File: src/hw/rtl/lfa_pkg.sv
package lfa_pkg;

  localparam int SLOT_BITS_DEF   = 10;
  localparam int GROUP_BITS_DEF  = 5;
  localparam int GEN_SHIFT_DEF   = 24;
  localparam int VALUE_WIDTH_DEF = 64;

  localparam int ACT_W = 2;
  localparam int ID_W  = 32;
  localparam int GEN_W = 8;

  localparam logic [ACT_W-1:0] ACT_ALLOC  = 2'd0;
  localparam logic [ACT_W-1:0] ACT_FIND   = 2'd1;
  localparam logic [ACT_W-1:0] ACT_REMOVE = 2'd2;

  localparam logic ST_OK   = 1'b0;
  localparam logic ST_FULL = 1'b1;

  // control from the sequencer to the used-bitmap store
  typedef struct packed {
    logic rd;
    logic wr;
  } map_ctl_t;

  typedef struct packed {
    logic busy;
    logic any_free;
  } map_sts_t;

  // a group never reaches past the last slot: a partial group acts as a smaller one
  function automatic int lfa_eff_bits(int slot_bits, int group_bits);
    return (group_bits < slot_bits) ? group_bits : slot_bits;
  endfunction

  function automatic int lfa_gidx_w(int slot_bits, int group_bits);
    return (slot_bits > group_bits) ? slot_bits - group_bits : 1;
  endfunction

endpackage

File: src/hw/rtl/lfa_used_map.sv
module lfa_used_map import lfa_pkg::*; #(
  parameter int SLOT_BITS  = SLOT_BITS_DEF,
  parameter int GROUP_BITS = GROUP_BITS_DEF,
  localparam int EFF_BITS  = lfa_eff_bits(SLOT_BITS, GROUP_BITS),
  localparam int GSIZE     = 1 << EFF_BITS,
  localparam int NGRP      = 1 << (SLOT_BITS - EFF_BITS),
  localparam int GIDX_W    = lfa_gidx_w(SLOT_BITS, GROUP_BITS)
) (
  input  logic              clk,
  input  logic              rst,
  input  map_ctl_t          ctl,
  input  logic [GIDX_W-1:0] addr,
  input  logic [GSIZE-1:0]  wr_word,
  output logic [GSIZE-1:0]  rd_word,
  output logic [GIDX_W-1:0] free_grp,
  output map_sts_t          sts
);

  logic [GSIZE-1:0]  used_mem [NGRP];
  logic [NGRP-1:0]   group_full;
  logic              clr_busy;
  logic [GIDX_W-1:0] clr_idx;

  always_ff @(posedge clk) begin
    if (rst) begin
      clr_busy   <= 1'b1;
      clr_idx    <= '0;
      group_full <= '0;
    end else begin
      if (clr_busy) begin
        clr_idx <= clr_idx + GIDX_W'(1);
        if (clr_idx == GIDX_W'(NGRP - 1)) begin
          clr_busy <= 1'b0;
        end
      end
      // a written word is full only when every slot of the group is taken
      if (ctl.wr) begin
        group_full[addr] <= &wr_word;
      end
    end
  end

  always_ff @(posedge clk) begin
    if (clr_busy) begin
      used_mem[clr_idx] <= '0;
    end else if (ctl.wr) begin
      used_mem[addr] <= wr_word;
    end
    if (ctl.rd) begin
      rd_word <= used_mem[addr];
    end
  end

  // lowest group that still has a free slot
  always_comb begin
    free_grp = '0;
    for (int i = NGRP - 1; i >= 0; i--) begin
      if (!group_full[i]) begin
        free_grp = GIDX_W'(i);
      end
    end
  end

  assign sts.busy     = clr_busy;
  assign sts.any_free = ~&group_full;

endmodule

File: config.mk
export PLATFORM = sky130hd
export DESIGN_NAME = lfa_used_map
export DESIGN_NICKNAME = d
export VERILOG_FILES = /design/src/hw/rtl/lfa_pkg.sv /design/src/hw/rtl/lfa_used_map.sv
export SDC_FILE = /design/constraint.sdc
export NUM_CORES = 1
export LEC_CHECK = 0
export ABC_AREA = 1
export BUFFER_PORTS_ARGS = -buffer_cell sky130_fd_sc_hd__buf_2
export CAP_MARGIN = 20
export CORE_MARGIN = 3
export CORE_UTILIZATION = 29
export CTS_BUF_LIST = sky130_fd_sc_hd__clkbuf_2
export CTS_CLUSTER_DIAMETER = 150
export DETAILED_ROUTE_END_ITERATION = 10
export PLACE_DENSITY = 0.43
export SYNTH_ARGS = -nofsm -noshare
export SYNTH_HDL_FRONTEND = slang
export SYNTH_SLANG_ARGS = --single-unit
File: constraint.sdc
create_clock -name clk -period 3.15 [get_ports clk]
set_input_delay 0.63 -clock clk [delete_from_list [all_inputs] [get_ports clk]]
set_output_delay 0.63 -clock clk [all_outputs]
set_load 0.02 [all_outputs]
==> impl_metrics.json, run 1 <==
{
  "status": "finished, violations left",
  "violations": "setup timing",
  "cts_tree": "yes",
  "die_h_um": 379.6,
  "fmax_mhz": 238.2,
  "gp_congestion": 0.7842,
  "clockPowerShare": 0.359,
  "crit_path_frequent_cell": "nand2_1",
  "multi_input_area_um2": 7521,
  "critPathMaxFanout": 4,
  "synth_seq_area_share": 0.8024,
  "critical_path_class": "register to primary output",
  "maxCapViolCount": 0,
  "routedWlPerCell_um": 27.71,
  "io_pins": 80,
  "seqCellArea_um2": 32480,
  "arrival_ns": 3.57,
  "synth_top_area_frac": 0.7836,
  "relSlewSlack": 0.3181,
  "fin_crit_sh": 1.333,
  "grt_antenna_before_repair": 3,
  "routed_via_density": 5.112,
  "synth_seq_cells": 1094,
  "n_fill_cell": 13380,
  "synth_edf_count": 1056,
  "yosysWarnings": 0,
  "track_usage": 0.1899,
  "cp_data_required_time_ns": 2.52,
  "netlist_instances": 2501,
  "grt_max_degree": 80,
  "swShare": 0.2505,
  "place.port_buffers": 79,
  "antenna_left": 0,
  "synthTopCellsByArea": "edfxtp_1 78%, a22oi_1 9.5%, a21oi_1 3.4%",
  "critPathSlowestCell": "dfxtp_2",
  "p_int_w": 0.02031,
  "cts_buffers": 309,
  "die_w_um": 379.6,
  "drive_above_1_share": 0.2619,
  "layout_min_cycle_time_ns": 4.198,
  "layout_setup_ws_ns": -1.048,
  "cts-root-buf": "clkbuf_2",
  "async_flop_share": 0,
  "hold_violations": 0,
  "syn_area_per_cell_um2": 16.18,
  "cts.sink_count": 1094,
  "worstMarginPinSlew_ns": 1.023,
  "synth_cell_types": 30,
  "dr_total_vias": 25790,
  "insertion_delay_ns": 1.52,
  "nets": 3034,
  "combPwrFrac": 0.051,
  "grt_pass1_wl_um": 195800,
  "setup_tns_ns": -2.972,
  "fin_skew_ns": 0.1061,
  "p_sw_w": 0.006791,
  "post-dp-hpwl_um": 78980,
  "rsz0062_at_grt": "yes",
  "reg2reg_slack_ns": 0.48,
  "grt_remaining_overflow": 0,
  "first_pass_iters": 5,
  "first_global_vias": 26330,
  "leakagePower_nw": 16.80,
  "finalMaxSlewViolations": 0,
  "post_dp_cell_area_um2": 45220,
  "pwr-share-seq": 0.590,
  "num_rows": 136,
  "cp-end-kind": "primary output",
  "synth_ff_type": "edfxtp_1",
  "drtIter0Drc": 2816,
  "max_stage_delay_ns": 0.36,
  "yosysMostFrequentCell": "edfxtp_1",
  "synth_top_area_cell": "edfxtp_1",
  "syn-num-nets": 2544,
  "synthesis.area_um2": 40470,
  "drt-total-wl_um": 139800,
  "p_per_area_nw_per_um2": 559.2,
  "startpoint_type": "register",
  "drcViolationCount": 0,
  "htreeDepth": 5,
  "die-area_um2": 144100,
  "path_clk_slew_ns": 0.10,
  "design.core.area_um2": 138000,
  "hold_class": "input pin to register",
  "initial_utilization": 0.2932,
  "max-vdd-ir-drop_mv": 0.3048,
  "fin_area_um2": 48470,
  "setup_viol": 6,
  "synth_common_cells": "1056 x edfxtp_1, 512 x a22oi_1, 277 x a21oi_1",
  "area_growth_pct": 19.78,
  "clockBufferDepth": 4
}
## cell type report
type,count,area share
Timing Repair Buffer,326,0.06915
Tap cell,1863,0.04809
Inverter,64,0.005111
Clock buffer,434,0.04481
Antenna cell,2,0.0001032
Multi-Input combinational cell,1196,0.1552
Clock inverter,67,0.007537
Sequential cell,1094,0.6700
## kinds of logic (layout without fill, tap and decap cells)
group                      Yosys count  count (layout)  synth area share
DFF                               1094            1094            0.8024
adders and majority gates            2               2         0.0006183
and+or+nand+nor                    343             343           0.03778
other                                0               2                 0
AOI/OAI and AO/OA                  851             851            0.1385
buffers and inverters              211             891           0.02071
## sequential cells by signal (all words and copies together), names as in the netlist
name / cells
used_mem: 1024
group_full: 32
rd_word: 32
clr_idx: 5
clr_busy: 1
## per-layer routing
metal / vias to the layer above / GRT usage / part of all wire
met4: 0 / 0.05322 / 0.017
met2: 1089 / 0.3030 / 0.47
li1: 11190 / - / -
met1: 13350 / 0.2596 / 0.44
met5: - / 0 / 0
met3: 165 / 0.04341 / 0.068
## what timing repair did
item / 4_1_cts / 5_1_grt
setup endpoints to repair: 13 / 6
buffers inserted: 2 / 2
cloned: 0 / 0
hold buffers: 49 / 0
pin swaps: 4 / 6
resized for setup: 41 / 8
hold endpoints to repair: 1154 / 0
## cell usage in the layout, fill, tap and decap left out, types with 2 or more instances in the layout
| master | n |
|---|---|
| dfxtp_2 | 7 |
| a31oi_1 | 3 |
| nor4_1 | 37 |
| ha_1 | 2 |
| buf_12 | 69 |
| a21oi_2 | 2 |
| a2111o_1 | 3 |
| a211oi_1 | 9 |
| buf_8 | 2 |
| o21ai_0 | 40 |
| dfxtp_1 | 31 |
| diode_2 | 2 |
| clkbuf_2 | 434 |
| nand4_1 | 8 |
| nor3_1 | 28 |
| nand3_1 | 3 |
| buf_4 | 126 |
| edfxtp_1 | 1056 |
| buf_2 | 66 |
| bufinv_16 | 4 |
| buf_6 | 13 |
| inv_1 | 54 |
| nor2_4 | 35 |
| nor3_2 | 4 |
| clkinv_2 | 7 |
| a22oi_1 | 512 |
| dlygate4sd3_1 | 49 |
| inv_2 | 15 |
| or4_1 | 4 |
| nor2_1 | 66 |
| a21oi_1 | 276 |
| nand2_2 | 5 |
| a2111oi_0 | 2 |
| clkinv_1 | 50 |
| nand2_1 | 112 |
| nor2_2 | 15 |
| or2_2 | 25 |
## critical path: cells and delay by family, from the launching register on
family / cells / cell delay, ns
AND/OR/NAND/NOR: 29 / 1.47
AO/OA/AOI/OAI: 1 / 0.14
buffers and inverters: 1 / 0.13
flip-flops: 1 / 0.36
## power by group through the flow
| stage | clock, W | sequential, W | combinational, W |
|---|---|---|---|
| 2_1_floorplan | 0 | 0.0163 | 0.000551 |
| 3_3_place_gp | 0 | 0.0163 | 0.00132 |
| 3_5_place_dp | 0 | 0.0163 | 0.00133 |
| 4_1_cts | 0.0101 | 0.0160 | 0.00139 |
| 5_1_grt | 0.0109 | 0.0160 | 0.00146 |
| 6_report | 0.00974 | 0.0160 | 0.00138 |
## path summary, 6_finish.rpt
check / from / end / cells after the start
max: group_full[30] / free_grp[0] / 31
min reg2reg: clr_idx[4] / clr_idx[4] / 2
max reg2reg: clr_busy / used_mem[19][8] / 8
min: wr_word[13] / used_mem[0][13] / 4
## through the flow
step                cells    util  power [W]  worst slack [ns]  hold slack [ns]
floorplan            2501       -    0.01689           -0.1677           0.4481
global placement     4487  0.3275    0.01764          -0.01290           0.5049
detailed placement   4488  0.3277    0.01765          -0.03776           0.5168
CTS                  5040  0.3507    0.02751            -1.314          0.01239
global route         5046  0.3513    0.02836            -1.661          0.02775
finish               5046  0.3513    0.02710            -1.048           0.1940
Note: power is estimated with default switching activity, not from simulation.
==> run 2, diff against run 1 <==
Settings changed: CAP_MARGIN 20 to default, PLACE_DENSITY 0.43 to 0.47.
==> run 2 against run 1 <==
- the run still ends with setup timing left
- sequential cell count unchanged
- largest cell class unchanged
- clock power decreased by 0.4%
- via count decreased by 0.14%
- largest power group unchanged
- count of clock-buffer cells in the layout decreased by 8
- combinational power about the same
- final area unchanged
- worst hold slack improved by 0.14 ns
- non-clock buffer count increased by 15
- sequential share of layout area about the same
- fmax decreased by 0.52%
==> impl_metrics.json, run 2 (synthesized netlist as in run 1, its figures left out) <==
{
  "worstMarginPinSlew_ns": 0.9703,
  "htreeDepth": 5,
  "critPathSlowestCell": "dfxtp_2",
  "regMostFlops": "used_mem",
  "rsz0062_at_grt": "yes",
  "antenna_left": 0,
  "p_per_area_nw_per_um2": 557.7,
  "cp_data_required_time_ns": 2.52,
  "num_rows": 136,
  "layout_setup_ws_ns": -1.069,
  "post-dp-hpwl_um": 77110,
  "drtIter0Drc": 2623,
  "io_pins": 80,
  "critical_path_class": "register to primary output",
  "first_pass_iters": 6,
  "fin_util": 0.3513,
  "fmax_mhz": 237.0,
  "cts-root-buf": "clkbuf_2",
  "grt_antenna_before_repair": 5,
  "setup_viol": 6,
  "path_clk_slew_ns": 0.10,
  "critical_path.startpoint": "group_full[31]",
  "drt-total-wl_um": 131200,
  "routedWlPerCell_um": 25.94,
  "rr_startpoint": "clr_busy",
  "first_global_vias": 26140,
  "hold_class": "input pin to register",
  "violations": "setup timing",
  "grt_remaining_overflow": 0,
  "cp-end-kind": "primary output",
  "reg_top3": "used_mem (1024), group_full (32), rd_word (32)",
  "largest_reg_flops": 1024,
  "mostFrequentLayoutCells": "1056 x edfxtp_1, 512 x a22oi_1, 426 x clkbuf_2, 275 x a21oi_1, 149 x buf_4",
  "routed_via_density": 5.094,
  "reg2reg_slack_ns": 0.45,
  "critPathMaxFanout": 4,
  "cts.sink_count": 1094,
  "design.core.area_um2": 138000,
  "grt_max_degree": 59,
  "max_stage_delay_ns": 0.34,
  "power_w": 0.02703,
  "max-vdd-ir-drop_mv": 0.2362,
  "fin_skew_ns": 0.1557,
  "die-area_um2": 144100,
  "layout_commonest_cell": "edfxtp_1",
  "setup_tns_ns": -2.553,
  "grt_pass1_wl_um": 186700,
  "cts_buffers": 305,
  "place_ws_ns": -0.04092,
  "nets": 3045,
  "maxCapViolCount": 0,
  "reg2reg_to": "used_mem[31][3]",
  "status": "finished, violations left",
  "clockBufferDepth": 4,
  "n_fill_cell": 13270,
  "die_h_um": 379.6,
  "worstRegToRegCells": 8,
  "dpl.cell_count": 4504,
  "crit_end": "free_grp[0]",
  "cts_tree": "yes",
  "initial_utilization": 0.2932,
  "area_growth_pct": 19.78,
  "final_cells": 5057,
  "arrival_ns": 3.59,
  "holdPathStages": 5,
  "startpoint_type": "register",
  "layout_min_cycle_time_ns": 4.219,
  "finalMaxSlewViolations": 0,
  "crit_path_frequent_cell": "nand2_1",
  "drcViolationCount": 0,
  "die_w_um": 379.6,
  "hold_violations": 0,
  "gp_congestion": 0.7769,
  "place.port_buffers": 79,
  "dr_total_vias": 25760,
  "fin_crit_sh": 1.339,
  "leakagePower_nw": 16.82,
  "relSlewSlack": 0.3532,
  "drive_above_1_share": 0.2642,
  "insertion_delay_ns": 1.52,
  "track_usage": 0.1777
}
## run 2: changes by cell type in the layout (fill, tap and decap cells not counted), sizes merged
cell         change
buf             +16
clkbuf           -8
diode            +5
inv              -2
bufinv           +1
dlygate4sd3      -1
## run 2: cell type report
type	count	area, um^2	share of cell area
repair buffers	341	3363	0.06938
clock inverters	66	387.9	0.008002
clock buffers	426	2132	0.04398
diodes	7	17.52	0.0003614
flip-flops and latches	1094	32490	0.6702
multi-input cells	1196	7506	0.1548
inverters	64	247.7	0.005111
well taps	1863	2331	0.04809
## run 2: timing repair
item                                    4_1_cts  5_1_grt
pin swaps                                     9       13
hold endpoints to repair                   1093        0
gates resized for setup                      32       13
setup buffers                                 3        4
hold buffers                                 48        0
endpoints found under the setup margin        8        6
## run 2: critical path: cells and delay by family, from the launching register on
| family | cells | cell delay (ns) |
|---|---|---|
| AO/OA/AOI/OAI | 1 | 0.14 |
| buffers and inverters | 2 | 0.18 |
| flip-flops | 1 | 0.34 |
| AND/OR/NAND/NOR | 29 | 1.50 |
## run 2: report_power, final
part / internal [W] / switching (W) / total, W
combinational: 0.000431 / 0.000921 / 0.00135
clock: 0.00399 / 0.00571 / 0.00970
sequential: 0.0159 / 0.0000720 / 0.0160
total: 0.0203 / 0.00670 / 0.0270
## run 2: how the worst min path moves through the flow
stage                     start              end  slack [ns]
floorplan            clr_idx[4]       clr_idx[4]        0.45
global placement     clr_idx[2]       clr_idx[2]        0.52
detailed placement   clr_idx[4]       clr_idx[4]        0.53
CTS                  wr_word[5]  used_mem[14][5]       0.008
global route         wr_word[5]  used_mem[15][5]        0.13
finish              wr_word[27]  used_mem[2][27]        0.33
## run 2: stage by stage
stage,instance area (um^2),hold slack (ns)
2_1_floorplan,40470,0.4481
3_3_place_gp,45280,0.5154
3_5_place_dp,45280,0.5305
4_1_cts,48400,0.008323
5_1_grt,48470,0.1339
6_report,48470,0.3328
## run 2: layer usage
metal  GRT usage  wire [um]  vias to the layer above
li1            -          -                    11220
met1      0.2429      57900                    13250
met2      0.2862      62970                     1096
met3     0.03093       7762                      192
met4     0.05974       2528                        0
met5           0          0                        -
